`config.mk`:
```
export PLATFORM = sky130hd
export DESIGN_NAME = c_comment_stripper
export DESIGN_NICKNAME = d
export VERILOG_FILES = /design/src/design/ccs_pkg.sv /design/src/design/ccs_scan.sv /design/src/design/c_comment_stripper.sv
export SDC_FILE = /design/constraint.sdc
export NUM_CORES = 1
export LEC_CHECK = 0
export ABC_AREA = 1
export BUFFER_PORTS_ARGS = -buffer_cell sky130_fd_sc_hd__buf_4
export CORE_MARGIN = 2
export CORE_UTILIZATION = 65
export CTS_BUF_LIST = sky130_fd_sc_hd__clkbuf_8
export CTS_CLUSTER_DIAMETER = 50
export DETAILED_ROUTE_END_ITERATION = 10
export HOLD_SLACK_MARGIN = 0.12
export PLACE_DENSITY = 0.85
export RECOVER_POWER = 50
export SYNTH_ARGS = -nofsm -noshare
export SYNTH_HDL_FRONTEND = slang
export SYNTH_HIERARCHICAL = 1
export SYNTH_SLANG_ARGS = --single-unit
```
`constraint.sdc`:
```
create_clock -name aclk -period 7.4 [get_ports aclk]
set_clock_uncertainty 0.1 [all_clocks]
set_input_delay 0.37 -clock aclk [delete_from_list [all_inputs] [get_ports aclk]]
set_output_delay 0.37 -clock aclk [all_outputs]
set_load 0.02 [all_outputs]
```
`src/design/ccs_pkg.sv`:
```
// ----------------------------------------------------------------------------
// ccs_pkg - shared types and constants for the C comment stripper
// Scanner mode encoding, character codes and the result beat layout.
// ----------------------------------------------------------------------------
package ccs_pkg;

    // Scanner modes, one-hot.
    typedef enum logic [6:0] {
        MODE_NORMAL     = 7'b000_0001,
        MODE_SLASH      = 7'b000_0010,
        MODE_LINE       = 7'b000_0100,
        MODE_BLOCK      = 7'b000_1000,
        MODE_BLOCK_STAR = 7'b001_0000,
        MODE_QUOTE      = 7'b010_0000,
        MODE_QUOTE_ESC  = 7'b100_0000
    } scan_mode_t;

    localparam logic [7:0] CH_SLASH  = 8'h2F;
    localparam logic [7:0] CH_STAR   = 8'h2A;
    localparam logic [7:0] CH_DQUOTE = 8'h22;
    localparam logic [7:0] CH_SQUOTE = 8'h27;
    localparam logic [7:0] CH_BSLASH = 8'h5C;
    localparam logic [7:0] CH_NL     = 8'h0A;
    localparam logic [7:0] CH_SPACE  = 8'h20;

    // One result beat.
    typedef struct packed {
        logic [7:0] out_byte;
        logic       out_valid;
        logic       run_last;
        logic       text_done;
    } result_t;

    // Everything one input byte produces: up to two result beats.
    typedef struct packed {
        logic [1:0] count;
        result_t    first;
        result_t    second;
    } emit_t;

endpackage

```
`src/design/ccs_scan.sv`:
```
// ----------------------------------------------------------------------------
// ccs_scan - comment scanner state machine
// Holds the scan mode and produces the result beats for each accepted byte.
// ----------------------------------------------------------------------------
module ccs_scan (
    input  logic           aclk,
    input  logic           aresetn,
    input  logic           fire,
    input  logic [7:0]     text_byte,
    input  logic           text_last,
    output ccs_pkg::emit_t emit
);

    ccs_pkg::scan_mode_t mode_reg, mode_next;
    logic                quote_single_reg, quote_single_next;

    logic [7:0] e0, e1;
    logic [1:0] cnt;
    logic [7:0] closer;

    always_comb begin
        mode_next         = mode_reg;
        quote_single_next = quote_single_reg;
        e0                = 8'h00;
        e1                = 8'h00;
        cnt               = 2'd0;
        closer            = quote_single_reg ? ccs_pkg::CH_SQUOTE : ccs_pkg::CH_DQUOTE;

        case (mode_reg)
            ccs_pkg::MODE_SLASH: begin
                if (text_byte == ccs_pkg::CH_SLASH) begin
                    mode_next = ccs_pkg::MODE_LINE;
                end else if (text_byte == ccs_pkg::CH_STAR) begin
                    e0        = ccs_pkg::CH_SPACE;
                    cnt       = 2'd1;
                    mode_next = ccs_pkg::MODE_BLOCK;
                end else begin
                    // Release the held slash, then treat the byte as normal text.
                    e0 = ccs_pkg::CH_SLASH;
                    e1 = text_byte;
                    cnt = 2'd2;
                    mode_next = ccs_pkg::MODE_NORMAL;
                    if (text_byte == ccs_pkg::CH_DQUOTE || text_byte == ccs_pkg::CH_SQUOTE) begin
                        quote_single_next = (text_byte == ccs_pkg::CH_SQUOTE);
                        mode_next         = ccs_pkg::MODE_QUOTE;
                    end
                end
            end
            ccs_pkg::MODE_LINE: begin
                if (text_byte == ccs_pkg::CH_NL) begin
                    e0        = ccs_pkg::CH_NL;
                    cnt       = 2'd1;
                    mode_next = ccs_pkg::MODE_NORMAL;
                end
            end
            ccs_pkg::MODE_BLOCK, ccs_pkg::MODE_BLOCK_STAR: begin
                if (mode_reg == ccs_pkg::MODE_BLOCK_STAR && text_byte == ccs_pkg::CH_SLASH) begin
                    mode_next = ccs_pkg::MODE_NORMAL;
                end else if (text_byte == ccs_pkg::CH_STAR) begin
                    mode_next = ccs_pkg::MODE_BLOCK_STAR;
                end else begin
                    if (text_byte == ccs_pkg::CH_NL) begin
                        e0  = ccs_pkg::CH_NL;
                        cnt = 2'd1;
                    end
                    mode_next = ccs_pkg::MODE_BLOCK;
                end
            end
            ccs_pkg::MODE_QUOTE: begin
                e0  = text_byte;
                cnt = 2'd1;
                if (text_byte == ccs_pkg::CH_BSLASH) begin
                    mode_next = ccs_pkg::MODE_QUOTE_ESC;
                end else if (text_byte == closer) begin
                    mode_next = ccs_pkg::MODE_NORMAL;
                end
            end
            ccs_pkg::MODE_QUOTE_ESC: begin
                e0        = text_byte;
                cnt       = 2'd1;
                mode_next = ccs_pkg::MODE_QUOTE;
            end
            default: begin
                mode_next = ccs_pkg::MODE_NORMAL;
                if (text_byte == ccs_pkg::CH_SLASH) begin
                    mode_next = ccs_pkg::MODE_SLASH;
                end else begin
                    e0  = text_byte;
                    cnt = 2'd1;
                    if (text_byte == ccs_pkg::CH_DQUOTE || text_byte == ccs_pkg::CH_SQUOTE) begin
                        quote_single_next = (text_byte == ccs_pkg::CH_SQUOTE);
                        mode_next         = ccs_pkg::MODE_QUOTE;
                    end
                end
            end
        endcase

        // End of text: flush a held slash and return to normal text.
        if (text_last) begin
            if (mode_next == ccs_pkg::MODE_SLASH) begin
                if (cnt == 2'd0) begin
                    e0  = ccs_pkg::CH_SLASH;
                    cnt = 2'd1;
                end else begin
                    e1  = ccs_pkg::CH_SLASH;
                    cnt = 2'd2;
                end
            end
            mode_next         = ccs_pkg::MODE_NORMAL;
            quote_single_next = 1'b0;
        end
    end

    always_comb begin
        if (cnt == 2'd0) begin
            // Nothing to show: the last byte still gives an empty done beat, others give none.
            emit.count  = text_last ? 2'd1 : 2'd0;
            emit.first  = '{out_byte: 8'h00, out_valid: 1'b0, run_last: 1'b1,
                            text_done: 1'b1};
        end else begin
            emit.count  = cnt;
            emit.first  = '{out_byte: e0, out_valid: 1'b1, run_last: (cnt == 2'd1),
                            text_done: (cnt == 2'd1) && text_last};
        end
        emit.second = '{out_byte: e1, out_valid: 1'b1, run_last: 1'b1,
                        text_done: text_last};
    end

    always_ff @(posedge aclk) begin
        if (!aresetn) begin
            mode_reg         <= ccs_pkg::MODE_NORMAL;
            quote_single_reg <= 1'b0;
        end else if (fire) begin
            mode_reg         <= mode_next;
            quote_single_reg <= quote_single_next;
        end
    end

endmodule

```
`src/design/c_comment_stripper.sv`:
```
// ----------------------------------------------------------------------------
// c_comment_stripper - streaming C comment remover
// Removes line and block comments from C text arriving one byte per beat.
// ----------------------------------------------------------------------------
// Usage:
//   The s_ channel carries one source byte per beat (s_text_byte) with
//   s_text_last marking the final byte of a text. The m_ channel carries the
//   resulting characters, one per beat: m_out_byte with m_out_valid, plus
//   m_run_last on the last beat caused by an input byte and m_text_done on the
//   final beat of the whole text. An input byte causes zero, one or two beats;
//   the final byte always causes at least one, an empty beat (m_out_valid low)
//   if nothing else is due.
//   The scanner decides the beats combinationally from the incoming byte and
//   its mode register, and writes them into a four-entry result queue that
//   drives the m_ ports directly from its head entry.
//   Throughput is one byte per cycle while s_ready is high. s_ready is high while the queue holds at
//   most two beats, so there is always room for the two beats a byte can make.
//   A byte that makes two beats (a released slash followed by a character)
//   leaves the queue one beat fuller, which is the only cause of a stall in steady flow.
//   When the receiver stalls the queue fills and s_ready drops; no beat is lost.
//   Reset (aresetn low, synchronous) empties the queue and returns the scanner
//   to normal text mode.
// ----------------------------------------------------------------------------
module c_comment_stripper (
    input  logic       aclk,
    input  logic       aresetn,
    input  logic       s_valid,
    output logic       s_ready,
    input  logic [7:0] s_text_byte,
    input  logic       s_text_last,
    output logic       m_valid,
    input  logic       m_ready,
    output logic [7:0] m_out_byte,
    output logic       m_out_valid,
    output logic       m_run_last,
    output logic       m_text_done
);

    ccs_pkg::emit_t   emit;
    ccs_pkg::result_t queue_reg [4];
    ccs_pkg::result_t head;

    logic [1:0] wr_ptr_reg, wr_ptr_next;
    logic [1:0] rd_ptr_reg, rd_ptr_next;
    logic [2:0] count_reg, count_next;
    logic [1:0] wr_ptr_p1;
    logic [1:0] push_n;
    logic       s_fire;
    logic       m_fire;

    assign s_ready = (count_reg <= 3'd2);
    assign s_fire  = s_valid && s_ready;
    assign m_valid = (count_reg != 3'd0);
    assign m_fire  = m_valid && m_ready;

    ccs_scan u_scan (
        .aclk      (aclk),
        .aresetn   (aresetn),
        .fire      (s_fire),
        .text_byte (s_text_byte),
        .text_last (s_text_last),
        .emit      (emit)
    );

    // Beats pushed into the queue this cycle.
    assign push_n    = s_fire ? emit.count : 2'd0;
    assign wr_ptr_p1 = wr_ptr_reg + 2'd1;

    assign wr_ptr_next = wr_ptr_reg + push_n;
    assign rd_ptr_next = rd_ptr_reg + (m_fire ? 2'd1 : 2'd0);
    assign count_next  = count_reg + {1'b0, push_n} - (m_fire ? 3'd1 : 3'd0);

    always_ff @(posedge aclk) begin
        if (!aresetn) begin
            wr_ptr_reg <= 2'd0;
            rd_ptr_reg <= 2'd0;
            count_reg  <= 3'd0;
        end else begin
            wr_ptr_reg <= wr_ptr_next;
            rd_ptr_reg <= rd_ptr_next;
            count_reg  <= count_next;
        end
    end

    always_ff @(posedge aclk) begin
        if (push_n != 2'd0) begin
            queue_reg[wr_ptr_reg] <= emit.first;
        end
        if (push_n == 2'd2) begin
            queue_reg[wr_ptr_p1] <= emit.second;
        end
    end

    assign head        = queue_reg[rd_ptr_reg];
    assign m_out_byte  = head.out_byte;
    assign m_out_valid = head.out_valid;
    assign m_run_last  = head.run_last;
    assign m_text_done = head.text_done;

endmodule
```
; After elaboration in Yosys (flattened, before gate mapping)
; Memories as Yosys holds them, arrays and structs flattened. A register that Yosys moved wholly into a read port is not among the register bits.
; Index checks and enable logic that the tools add are counted.
[word_totals]
reg_bits = 15
ramBits = 44
input_bits = 13
output_inout_bits = 13
elab_cells = 98
n_memories = 1
[mem_list]
columns = memory, words, word_bits, rd, rd_clocked_by_memory_dff, wr, line
row1 = queue_reg, 4, 11, 1, 1, 2, c_comment_stripper.sv:40  ; ccs_pkg::result_t queue_reg [4];
[op_classes]
add_sub_neg = 5
order_cmp = 1
eq_ne = 19
muxes = 54
n_reduce_logical = 13
[ops]
columns = op, n
row1 = $mux 8, 13
row2 = $mux 7, 8
row3 = $pmux 7 s5, 1
row4 = $eq 8x6->1 const B, 4
row5 = $pmux 8 s4, 1
row6 = $mux 2, 8
row7 = $mux 1, 15
row8 = $eq 7x2->1 const B, 2
row9 = $mux 13, 1
row10 = $eq 8x4->1 const B, 1
row11 = $eq 8x7->1 const B, 1
row12 = $eq 8x8->1, 1
row13 = $mux 4, 2
row14 = $pmux 2 s4, 1
row15 = $eq 7x3->1 const B, 1
row16 = $eq 7x4->1 const B, 1
row17 = $eq 7x5->1 const B, 1
row18 = $eq 7x6->1 const B, 1
row19 = $eq 7x7->1 const B, 1
row20 = $mux 6, 1
row21 = $mux 5, 1
row22 = $reduce_or 5->1, 1
row23 = $logic_and 1x1->1, 4
row24 = $logic_not 2->1, 2
row25 = other kinds (18), 19

; Logic depth before layout (Yosys ltp)
; Gate-level depths: netlist of the first run.
[depth]
depth_word = 16
mapped_depth = 22
mapped_depth_nobuf = 22

; Cells and area by module
; The synthesis of the first run kept the hierarchy.
[modules_own_cells]
columns = module, n_inst, cells_each, area_per_inst_um2, seq_area_each_um2
row1 = c_comment_stripper, 1, 337, 2942.8, 1461.4
row2 = ccs_scan, 1, 198, 1034.7, 160.2

; Worst setup path after synthesis of the first run
; No wires, ideal clock.
[synth_timing]
path_type = input -> register
from = input s_text_byte[4]
to = register count_reg[2]
setup_ns = 0.113
arrival_time_ns = 2.681
required_time_ns = 7.187
path_slack_ns = 4.507
path_stages = 22
n_path_buf = 0
path_cell_list = inv_1 nand2_1 nor2_4 nand3_1 inv_1 nand2_1 nand2_1 nor2_1 nand2_1 o21ai_1 o21ai_1 inv_1 nor2_1 inv_1 ha_1 inv_1 ha_1 inv_1 fa_1 xor2_1 inv_1 nor2_1
[synth_rtl]
columns = element, line
row1 = from (decl), c_comment_stripper.sv:29  ; input logic [7:0] s_text_byte,
row2 = to (signal assigned), c_comment_stripper.sv:81  ; count_reg <= count_next;
row3 = to (decl), c_comment_stripper.sv:45  ; logic [2:0] count_reg, count_next;

==> key figures, run 1 <==
Timing
  • WHS: 0.185 ns
  • RSZ-0062 raised after global routing: false
  • Final hold vios: 0
  • Fmax: 254 MHz
  • Final slew viol count: 45
  • Total Neg Setup Slack: 0 ns
  • Final period utilization: 53.1%
  • Tightest Pin Transition: 1.85 ns
  • Minimum clock period: 3.93 ns
  • Final Setup Violations: 0
  • Max-slew headroom: -23.6%

Synth
  • Synth Flop Type: edfxtp_1
  • Synth warn: 6
  • Mean Syn Cell Area: 7.43 um^2
  • Register area share after synthesis: 40.8%
  • Fraction of registers with async set/reset: 0%
  • Yosys reg bits: 59
  • Post-Syn Instances: 535
  • Mapped Area: 3980 um^2
  • Netlist cell types: 34
  • EDFF count, synth: 44

Floorplan
  • Die area: 6760 um^2
  • Initial Util: 67.2%
  • DIE HEIGHT: 82.2 um
  • Die W: 82.2 um
  • Row Count: 28
  • I/O pin cnt: 26
  • Core area: 5920 um^2

Clocking
  • H-tree depth: 3
  • CTS tree: done
  • CTS max path bufs: 2
  • CTS Buf Count: 9
  • Clock root buffer: clkbuf_8
  • Post-CTS setup buffers: 0
  • Post_cts resized: 0
  • CTS sink cnt: 59
  • Clk slew on worst S/H paths: 0.07 ns
  • Clock latency on the worst-skew pair: 0.34 ns
  • CTS Hold Bufs: 0

Power and ir drop
  • Flop pwr share: 41.9%
  • Pint: 627 uW
  • Worst VDD drop: 157 uV
  • Total chip power: 1030 uW
  • LEAKAGE: 0.00180 uW
  • Switching share of power: 39.1%
  • Net switching power: 403 uW
  • Power share of the clock group: 23.7%
  • Combinational Power Share: 34.4%
  • Power Density: 240 nW/um^2

Drt
  • Total routed wirelength: 10,100 um
  • Routed wire length per instance: 16.0 um
  • Vias/cell: 6.07
  • Final ANT Viol Nets: 0
  • DRT iter0 DRCs: 502
  • Via count: 3,814
  • DRC viols: 0
  • Drt pass-1 iters: 7

Global route
  • First-pass GRT wire length: 16,000 um
  • Total gr overflow: 0
  • Largest net degree at the start of global routing: 49
  • Vias in the first global route: 3,378
  • Antenna violations before repair: 0
  • Total track usage: 31.5%

Critical path
  • Crit-path slowest cell: clkbuf_1
  • Crit path launch type: flop
  • Setup crit end kind: flop
  • CP peak stage delay: 1.33 ns
  • Max FO, Critical Path: 44
  • Worst R2R Setup Slack: 3.47 ns
  • CP Data Required Time: 7.50 ns
  • Critical-path cell list: inv_1 -> nor2_1 -> nand2_1 -> a21oi_1 -> inv_1 -> nand2_1 -> nor2_1 -> nand2_1 -> o21ai_0 -> o21ai_0 -> inv_1 -> nand4_1 -> clkbuf_1 -> o21bai_1 -> nand2_1
  • Critical Path Most Common Cell: nand2_1
  • CP arrival: 4.03 ns
  • Setup CP Type: flop to flop

Hold path
  • Hold Path Class: input pin to flop

Placed design
  • Dpl hpwl: 7150 um
  • Port bufs: 25
  • Post-Place Cell Area: 4150 um^2
  • DP Cell Count: 612
  • Routability congestion estimate: 0.954

Finish
  • Antenna cell count: 0
  • Max reg flops: 44
  • Non-Filler Instances: 628
  • Synthesis-to-finish area growth: 7.74%
  • Share of cells above drive strength 1: 11.0%
  • Final Cell Area: 4290 um^2
  • Fin nets: 567

Flow run
  • Max-cap viol count: 1

Run status
  • Status: finished, violations left
  • Failing checks: max-capacitance violations, max-slew violations
## synthesized netlist by cell type, drive strengths merged, types with 3 or more instances
cell type	number	area (um^2)
nand2	123	472
nor2	73	302
nand3	62	335
inv	60	225
edfxtp	44	1320
o21bai	44	330
o21ai	37	185
clkbuf	17	63.8
dfxtp	15	300
o22ai	13	81.3
a21oi	11	70.1
buf	9	67.6
nand4	8	56.3
ha	5	62.6
nor3	4	20.0
xnor2	3	26.3
## final cells by class
type	count	area [um^2]
clock buffers	9	124
clock inverters	7	37.5
fillers	495	1640
inverters	62	238
multi-input cells	389	1980
flip-flops and latches	59	1620
well taps	75	93.8
repair buffers	27	195
## layer usage
metal	vias to the layer above	global-route usage, %	wire, um
met5	-	0	0
met4	0	11.3	284
met3	40	6.30	939
met2	227	51.5	4800
met1	1741	41.5	4040
li1	1806	-	-
## logic make-up (layout without fill, tap and decap cells)
family	count (synthesis)	count (layout)	share of synthesized area, %
XOR/XNOR	4	4	0.881
buffers and inverters	88	105	9.28
flip-flops	59	59	40.8
other	1	2	0.0943
AND/OR/NAND/NOR	270	270	29.8
AO/OA/AOI/OAI	107	107	17.1
adder cells (fa/ha/maj)	6	6	2.08
## layout by cell type, fill, tap and decap left out, drive strengths merged
cell type  synthesis  final
clkinvlp           0      2
clkinv             2      5
a31oi              1      1
nor2              73     73
clkbuf            17     11
nand4              8      8
xnor2              3      3
edfxtp            44     44
conb               1      2
a21boi             1      1
dfxtp             15     15
o22ai             13     13
nor3               4      4
a21oi             11     11
o21ai             37     37
ha                 5      5
inv               60     62
buf                9     25
fa                 1      1
nand2            123    123
xor2               1      1
o21bai            44     44
nand3             62     62
## power groups by stage
stage	sequential [uW]	clock (uW)	combinational [uW]
final	432	244	355
after global routing	437	261	388
after CTS	434	244	354
after detailed placement	441	0	352
after global placement	438	0	342
after floorplan	419	0	252
## worst paths after layout
| check | from | end | cells after the start |
|---|---|---|---|
| max | u_scan/mode_reg[5] | queue_reg[3][1] | 15 |
| min | aresetn | wr_ptr_reg[0] | 3 |
| max reg2reg | u_scan/mode_reg[5] | queue_reg[3][1] | 15 |
| min reg2reg | u_scan/mode_reg[2] | u_scan/mode_reg[2] | 2 |
## critical path: cells and delay by family (launching register included)
| kind | cells | cell delay (ns) |
|---|---|---|
| AND/OR/NAND/NOR | 7 | 0.69 |
| flip-flops | 1 | 0.37 |
| buffers and inverters | 4 | 1.76 |
| AO/OA/AOI/OAI | 4 | 0.87 |
## through the flow
| step | util [%] | setup WS, ns |
|---|---|---|
| floorplan | - | 4.51 |
| global placement | 70.0 | 4.23 |
| detailed placement | 70.0 | 4.15 |
| CTS | 72.8 | 4.24 |
| global route | 72.4 | 3.00 |
| finish | 72.4 | 3.47 |
(Power assumes the default switching activity.)
==> inputs of run 2 (changes only) <==
--- a/config.mk
+++ b/config.mk
@@ -5,15 +5,15 @@
 export SDC_FILE = /design/constraint.sdc
 export NUM_CORES = 1
 export LEC_CHECK = 0
-export ABC_AREA = 1
+export ABC_AREA = 0
 export BUFFER_PORTS_ARGS = -buffer_cell sky130_fd_sc_hd__buf_4
 export CORE_MARGIN = 2
-export CORE_UTILIZATION = 65
+export CORE_UTILIZATION = 57
 export CTS_BUF_LIST = sky130_fd_sc_hd__clkbuf_8
 export CTS_CLUSTER_DIAMETER = 50
 export DETAILED_ROUTE_END_ITERATION = 10
 export HOLD_SLACK_MARGIN = 0.12
-export PLACE_DENSITY = 0.85
+export PLACE_DENSITY = 0.79
 export RECOVER_POWER = 50
 export SYNTH_ARGS = -nofsm -noshare
 export SYNTH_HDL_FRONTEND = slang
==> constraint.sdc (replaced) <==
create_clock -name aclk -period 3.3 [get_ports aclk]
set_clock_uncertainty 0.1 [all_clocks]
set_input_delay 0.165 -clock aclk [delete_from_list [all_inputs] [get_ports aclk]]
set_output_delay 0.165 -clock aclk [all_outputs]
set_load 0.02 [all_outputs]
==> run 2 against run 1 <==
The flow now finishes without violations. Synthesized area shrank 0.44%. Utilization shrank 2.9 points. Final cell count shrank 26%. Sequential cell count is the same. First-iteration DRC count shrank 77%. Combinational power grew 65%. Clock-buffer cell count is the same. Fmax grew 24%. Cell area grew 9.6%. Largest cell class unchanged. Highest routed layer unchanged.
==> key figures, run 2 <==
Global route
  • Met1 Use GR: 27.4% (was 41.5%)
  • Vias in the first global route: 2,816 (was 3,378)
  • Total track usage: 24.1% (was 31.5%)
  • Largest net degree at the start of global routing: 15 (was 49)
  • Total gr overflow: 0 (unchanged)
  • GR Layer Usage met2: 44.4% (was 51.5%)
  • GR peak layer: met2 (unchanged)
  • Met3 usage: 5.78% (was 6.30%)
  • First-pass GRT wire length: 13,900 um (was 16,000 um)
  • Antenna violations before repair: 0 (unchanged)

Placed design
  • Dpl hpwl: 6250 um (was 7150 um)
  • Pre-CTS WS: 0.0123 ns (was 4.15 ns)
  • Port bufs: 25 (unchanged)
  • Routability congestion estimate: 0.903 (was 0.954)
  • DP Cell Count: 438 (was 612)
  • Post-Place Cell Area: 4410 um^2 (was 4150 um^2)

Floorplan
  • I/O pin cnt: 26 (unchanged)
  • DIE HEIGHT: 87.4 um (was 82.2 um)
  • Core area: 6760 um^2 (was 5920 um^2)
  • Row Count: 30 (was 28)
  • Die area: 7630 um^2 (was 6760 um^2)
  • Die W: 87.4 um (was 82.2 um)
  • Initial Util: 58.6% (was 67.2%)

Critical path
  • RR Startpoint: u_scan/mode_reg[4] (was u_scan/mode_reg[5])
  • Worst R2R Setup Slack: 0.14 ns (was 3.47 ns)
  • Max FO, Critical Path: 6 (was 44)
  • CP Data Required Time: 3.44 ns (was 7.50 ns)
  • Setup CP Type: flop to flop (unchanged)
  • RR Endpoint: count_reg[2] (was queue_reg[3][1])
  • Critical-path cell list: buf_6 -> nor4b_4 -> a211oi_2 -> o41a_1 -> a22oi_2 -> and3_4 -> inv_2 -> ha_4 -> inv_1 -> ha_2 -> inv_2 -> fa_2 -> xor2_1 -> xnor2_1 -> and2_1 (was inv_1 -> nor2_1 -> nand2_1 -> a21oi_1 -> inv_1 -> nand2_1 -> nor2_1 -> nand2_1 -> o21ai_0 -> o21ai_0 -> inv_1 -> nand4_1 -> clkbuf_1 -> o21bai_1 -> nand2_1)
  • Crit-path slowest cell: o41a_1 (was clkbuf_1)
  • Critical Path Most Common Cell: inv_2 (was nand2_1)
  • Crit path launch type: flop (unchanged)
  • FF-to-FF path depth: 15 (unchanged)
  • CP arrival: 3.30 ns (was 4.03 ns)
  • Setup crit end kind: flop (unchanged)
  • CP peak stage delay: 0.43 ns (was 1.33 ns)

Finish
  • Most common cell after layout, fill and taps aside: edfxtp_1 (was nand2_1)
  • Antenna cell count: 0 (unchanged)
  • Synthesis-to-finish area growth: 18.6% (was 7.74%)
  • Post-route core utilization: 69.5% (was 72.4%)
  • Max reg flops: 44 (unchanged)
  • Final Cell Area: 4700 um^2 (was 4290 um^2)
  • Fin nets: 396 (was 567)
  • Share of cells above drive strength 1: 41.1% (was 11.0%)
  • Multi-input logic area: 2240 um^2 (was 1980 um^2)
  • Storage element area: 1630 um^2 (was 1620 um^2)
  • Most frequent cells in the layout: edfxtp_1 (44), buf_4 (41), mux2_4 (40) (was nand2_1 (119), nor2_1 (68), nand3_1 (57))
  • Filler instances: 499 (was 495)
  • Non-Filler Instances: 462 (was 628)

Clocking
  • Clk slew on worst S/H paths: 0.07 ns (about the same)
  • CTS sink cnt: 59 (unchanged)
  • H-tree depth: 3 (unchanged)
  • Clock root buffer: clkbuf_8 (unchanged)
  • CTS tree: done (unchanged)
  • CTS Buf Count: 9 (unchanged)
  • Clock latency on the worst-skew pair: 0.34 ns (about the same)
  • CTS max path bufs: 2 (unchanged)

Timing
  • Minimum clock period: 3.16 ns (was 3.93 ns)
  • Final hold vios: 0 (unchanged)
  • Max-slew headroom: 41.8% (was -23.6%)
  • Fin worst setup slack: 0.138 ns (was 3.47 ns)
  • Final slew viol count: 0 (was 45)
  • Total Neg Setup Slack: 0 ns (unchanged)
  • Final period utilization: 95.8% (was 53.1%)
  • Tightest Pin Transition: 0.873 ns (was 1.85 ns)
  • Fmax: 316 MHz (was 254 MHz)
  • RSZ-0062 raised after global routing: false (unchanged)
  • Final Setup Violations: 0 (unchanged)

Drt
  • DRT iter0 DRCs: 117 (was 502)
  • DRC viols: 0 (unchanged)
  • Via count: 2,787 (was 3,814)
  • Final ANT Viol Nets: 0 (unchanged)
  • Vias/cell: 6.03 (was 6.07)
  • Total routed wirelength: 8800 um (was 10,100 um)
  • Drt pass-1 iters: 4 (was 7)
  • Routed wire length per instance: 19.0 um (was 16.0 um)

Power and ir drop
  • Worst VDD drop: 245 uV (was 157 uV)
  • LEAKAGE: 0.00184 uW (was 0.00180 uW)
  • Power Density: 482 nW/um^2 (was 240 nW/um^2)

Flow run
  • Max-cap viol count: 0 (was 1)

Synth
  • Synth top area cells: edfxtp_1 (33%), mux2_4 (15%), dfxtp_1 (7.6%) (was edfxtp_1 (33%), nand2_1 (11%), o21bai_1 (8.3%))
  • Post-synth top cells: edfxtp_1 (44), mux2_4 (40), and2_1 (19), nand2_1 (19), dfxtp_1 (15) (was nand2_1 (119), nor2_1 (68), nand3_1 (57))
  • Post-Syn Instances: 314 (was 535)
  • Mean Syn Cell Area: 12.6 um^2 (was 7.43 um^2)
  • Synth warn: 6 (unchanged)
  • Synth Flop Type: edfxtp_1 (unchanged)
  • Count leader, synth: edfxtp_1 (was nand2_1)
  • Fraction of registers with async set/reset: 0% (unchanged)
  • Largest area contributor in the netlist: edfxtp_1 (unchanged)
  • Yosys reg bits: 59 (unchanged)
  • Post-synth top area share: 33.4% (was 33.2%)
  • Netlist cell types: 76 (was 34)
  • Register area share after synthesis: 40.9% (was 40.8%)
  • Mapped Area: 3960 um^2 (was 3980 um^2)
  • EDFF count, synth: 44 (unchanged)

Hold path
  • Hold Path Class: input pin to flop (unchanged)
  • Hold Path Stages: 3 (unchanged)
  • Hold-critical path endpoint: u_scan/quote_single_reg (was wr_ptr_reg[0])
  • Hold Path Origin: s_text_byte[0] (was aresetn)

Run status
  • Status: completed (was finished, violations left)
## run 2: cell types whose count changed in the layout (fill, tap and decap cells not counted), moves of 12 or more
cell,before,now
clkbuf_1,2,14
o21bai_1,44,1
nor2_1,68,5
o21ai_0,29,4
inv_1,56,6
buf_4,25,41
mux2_4,0,40
and2_1,0,16
nand3_1,57,4
o22ai_1,13,0
nand2_1,119,19
## run 2: metal layers
layer	share of wire, %	vias up
li1	-	1341
met1	41	1373
met2	54	62
met3	3.7	11
met4	1.3	0
met5	0	-
## run 2: worst max-delay path by stage
stage	start	to	slack, ns	cells after the start
2_1_floorplan	u_scan/mode_reg[6]	count_reg[2]	0.0003	17
3_3_place_gp	s_text_byte[7]	count_reg[2]	0.09	17
3_5_place_dp	s_text_byte[7]	count_reg[2]	0.01	17
4_1_cts	u_scan/mode_reg[4]	count_reg[2]	0.05	15
5_1_grt	u_scan/mode_reg[3]	count_reg[2]	0.01	15
6_report	u_scan/mode_reg[4]	count_reg[2]	0.14	15
## run 2: final cells by class
class | instances | area share, %
multi-input cells | 229 | 47.7
flip-flops and latches | 59 | 34.7
repair buffers | 70 | 10.3
clock inverters | 7 | 1.79
clock buffers | 9 | 2.64
well taps | 80 | 2.13
inverters | 8 | 0.639
## run 2: power by group
part           leakage [uW]  internal [uW]  switching (uW)
combinational       0.00123            270             314
sequential         0.000514            882            78.9
clock              0.000105            416             301
total               0.00184           1570             694
## run 2: cell families (layout without fill, tap and decap cells)
family,count (synthesis),after routing,synth area share [%]
fa+ha+maj,6,6,2.09
mux,56,56,22.8
compound gates,47,47,9.32
xor+xnor,9,9,1.99
buf+inv,27,94,4.42
other cells,1,2,0.0947
flops,59,59,40.9
simple gates,109,109,18.3
## run 2: worst max-delay path: cells and delay by family (launching register included)
kind	cells	cell delay, ns
buf+inv	4	0.28
compound gates	3	0.68
fa+ha+maj	3	0.70
flops	1	0.36
xor+xnor	2	0.30
simple gates	3	0.64
## run 2: metrics by stage
stage | hold slack [ns] | power (uW)
floorplan | 0.183 | 1390
global placement | 0.387 | 1600
detailed placement | 0.388 | 1620
CTS | 0.124 | 2340
global route | 0.164 | 2370
finish | 0.137 | 2260
## run 2: what timing repair did
item / 4_1_cts / 5_1_grt
buffers inserted: 0 / 3
hold endpoints to repair: 14 / 0
gates resized for setup: 0 / 22
hold buffers: 5 / 0
endpoints found under the setup margin: 0 / 1
==> inputs of run 3 (changes only) <==
--- a/config.mk
+++ b/config.mk
@@ -6,14 +6,13 @@
 export NUM_CORES = 1
 export LEC_CHECK = 0
 export ABC_AREA = 0
-export BUFFER_PORTS_ARGS = -buffer_cell sky130_fd_sc_hd__buf_4
 export CORE_MARGIN = 2
-export CORE_UTILIZATION = 57
-export CTS_BUF_LIST = sky130_fd_sc_hd__clkbuf_8
+export CORE_UTILIZATION = 58
 export CTS_CLUSTER_DIAMETER = 50
 export DETAILED_ROUTE_END_ITERATION = 10
+export DONT_BUFFER_PORTS = 1
 export HOLD_SLACK_MARGIN = 0.12
-export PLACE_DENSITY = 0.79
+export PLACE_DENSITY = 0.76
 export RECOVER_POWER = 50
 export SYNTH_ARGS = -nofsm -noshare
 export SYNTH_HDL_FRONTEND = slang
==> run 3 against run 2 <==
Global-route usage fell by 0.29 points. Largest power group unchanged. Clock power is 1% higher. Via count shrank 2.3%.
==> key figures, run 3 (same netlist as run 2, synthesis figures left out) <==
Timing
  • Final Setup Violations: 0 (unchanged)
  • WHS: 0.133 ns (was 0.137 ns)
  • Tightest Pin Transition: 0.878 ns (was 0.873 ns)
  • Final hold vios: 0 (unchanged)
  • Final slew viol count: 0 (unchanged)
  • Fin worst setup slack: 0.0632 ns (was 0.138 ns)
  • Final period utilization: 98.1% (was 95.8%)
  • Max-slew headroom: 41.4% (was 41.8%)
  • Fmax: 309 MHz (was 316 MHz)
  • Minimum clock period: 3.24 ns (was 3.16 ns)

Drt
  • Drt pass-1 iters: 4 (unchanged)
  • Final ANT Viol Nets: 0 (unchanged)
  • DRT iter0 DRCs: 144 (was 117)
  • Total routed wirelength: 8810 um (was 8800 um)
  • Vias/cell: 6.19 (was 6.03)
  • DRC viols: 0 (unchanged)
  • Routed wire length per instance: 20.0 um (was 19.0 um)
  • Via count: 2,724 (was 2,787)

Critical path
  • Max FO, Critical Path: 8 (was 6)
  • Setup CP Type: flop to flop (unchanged)
  • Setup crit end kind: flop (unchanged)
  • CP peak stage delay: 0.56 ns (was 0.43 ns)
  • Crit path launch type: flop (unchanged)
  • Delay-heaviest family, CP: simple AND/OR/NAND/NOR gates (was adder cells)
  • Critical Path Most Common Cell: inv_2 (unchanged)
  • Crit path buf inv count: 3 (was 4)
  • Crit-path slowest cell: or4_4 (was o41a_1)
  • CP arrival: 3.38 ns (was 3.30 ns)
  • CP Data Required Time: 3.44 ns (about the same)
  • Critical-path cell list: or4_4 -> nor2_4 -> a22o_1 -> a21oi_2 -> a22oi_2 -> and3_4 -> inv_2 -> ha_4 -> inv_2 -> ha_4 -> inv_2 -> fa_2 -> xor2_2 -> xnor2_1 -> and2_1 (was buf_6 -> nor4b_4 -> a211oi_2 -> o41a_1 -> a22oi_2 -> and3_4 -> inv_2 -> ha_4 -> inv_1 -> ha_2 -> inv_2 -> fa_2 -> xor2_1 -> xnor2_1 -> and2_1)

Hold path
  • Hold Path Class: input pin to flop (unchanged)

Placed design
  • Port bufs: 0 (was 25)
  • DP Cell Count: 409 (was 438)
  • Dpl hpwl: 6080 um (was 6250 um)
  • Routability congestion estimate: 0.996 (was 0.903)
  • Pre-CTS WS: -0.0231 ns (was 0.0123 ns)

Global route
  • Antenna violations before repair: 0 (unchanged)
  • Largest net degree at the start of global routing: 14 (was 15)
  • First-pass GRT wire length: 13,500 um (was 13,900 um)
  • Total gr overflow: 0 (unchanged)
  • Total track usage: 23.8% (was 24.1%)
  • Vias in the first global route: 2,711 (was 2,816)

Flow run
  • Max-cap viol count: 0 (unchanged)

Clocking
  • Clk slew on worst S/H paths: 0.08 ns (was 0.07 ns)
  • CTS max path bufs: 2 (unchanged)
  • Clock root buffer: clkbuf_8 (unchanged)
  • CTS Buf Count: 9 (unchanged)
  • Clock latency on the worst-skew pair: 0.34 ns (about the same)
  • H-tree depth: 3 (unchanged)
  • CTS tree: done (unchanged)
  • CTS sink cnt: 59 (unchanged)

Floorplan
  • Core area: 6680 um^2 (was 6760 um^2)
  • Initial Util: 59.3% (was 58.6%)
  • DIE HEIGHT: 86.6 um (was 87.4 um)
  • I/O pin cnt: 26 (unchanged)
  • Die W: 86.6 um (was 87.4 um)
  • Row Count: 30 (unchanged)
  • Die area: 7500 um^2 (was 7630 um^2)

Finish
  • Most common cell after layout, fill and taps aside: edfxtp_1 (unchanged)
  • Post-route core utilization: 69.1% (was 69.5%)
  • Share of cells above drive strength 1: 40.8% (was 41.1%)
  • Fin nets: 374 (was 396)
  • Antenna cell count: 0 (unchanged)
  • Synthesis-to-finish area growth: 16.6% (was 18.6%)
  • Most frequent cells in the layout: edfxtp_1 (44), mux2_4 (40), buf_4 (37) (was edfxtp_1 (44), buf_4 (41), mux2_4 (40))
  • Non-Filler Instances: 440 (was 462)
  • Max reg flops: 44 (unchanged)

Run status
  • Status: completed (unchanged)

Power and ir drop
  • Total chip power: 2240 uW (was 2260 uW)
  • Worst VDD drop: 263 uV (was 245 uV)
  • Power Density: 485 nW/um^2 (was 482 nW/um^2)
  • LEAKAGE: 0.00179 uW (was 0.00184 uW)
-- run 3: changes by cell type in the layout (fill, tap and decap cells not counted), sizes merged --
cell         change
clkbuf          -21
dlygate4sd3      +5
clkinvlp         +1
buf              -6
inv              -1
-- run 3: stage by stage --
stage               cell area, um^2  TNS (ns)
floorplan                      3990         0
global placement               4190         0
detailed placement             4190   -0.0231
CTS                            4510         0
global route                   4620   -0.0285
finish                         4620         0
-- run 3: layout make-up --
cell class	instances	area, um^2
clock inverters	7	92.6
well taps	80	100
clock buffers	9	124
multi-input cells	229	2260
inverters	8	30.0
repair buffers	48	382
fillers	486	2060
flip-flops and latches	59	1630
-- run 3: per-layer routing --
layer  routed length (um)  global-route usage, %
met1                 3550                   27.9
met2                 4750                   42.9
met3                  347                   4.10
met4                  165                   9.52
met5                    0                      0
-- run 3: where the power goes --
group / internal, uW / switching [uW] / leakage, uW / total [uW]
logic: 252 / 293 / 0.00117 / 546
registers: 881 / 87.0 / 0.000514 / 968
clock network: 422 / 305 / 0.000103 / 727
total: 1560 / 686 / 0.00179 / 2240
-- run 3: tightest hold or removal path: stages --
cell	delay, ns
and3_4	0.16
ha_1	0.11
and2_1	0.11
-- run 3: final timing paths --
path / startpoint / to / slack, ns / cells past startpoint
max: u_scan/mode_reg[1] / count_reg[2] / 0.06 / 15
min: s_valid / wr_ptr_reg[0] / 0.13 / 3
max reg2reg: u_scan/mode_reg[1] / count_reg[2] / 0.06 / 15
min reg2reg: u_scan/mode_reg[1] / u_scan/mode_reg[1] / 0.45 / 2
-- run 3: what timing repair did --
action	4_1_cts	5_1_grt
resized for setup	1	20
pin swaps	1	10
buffers inserted	1	4
hold endpoints to repair	18	0
setup endpoints to repair	1	1
hold buffers	10	0
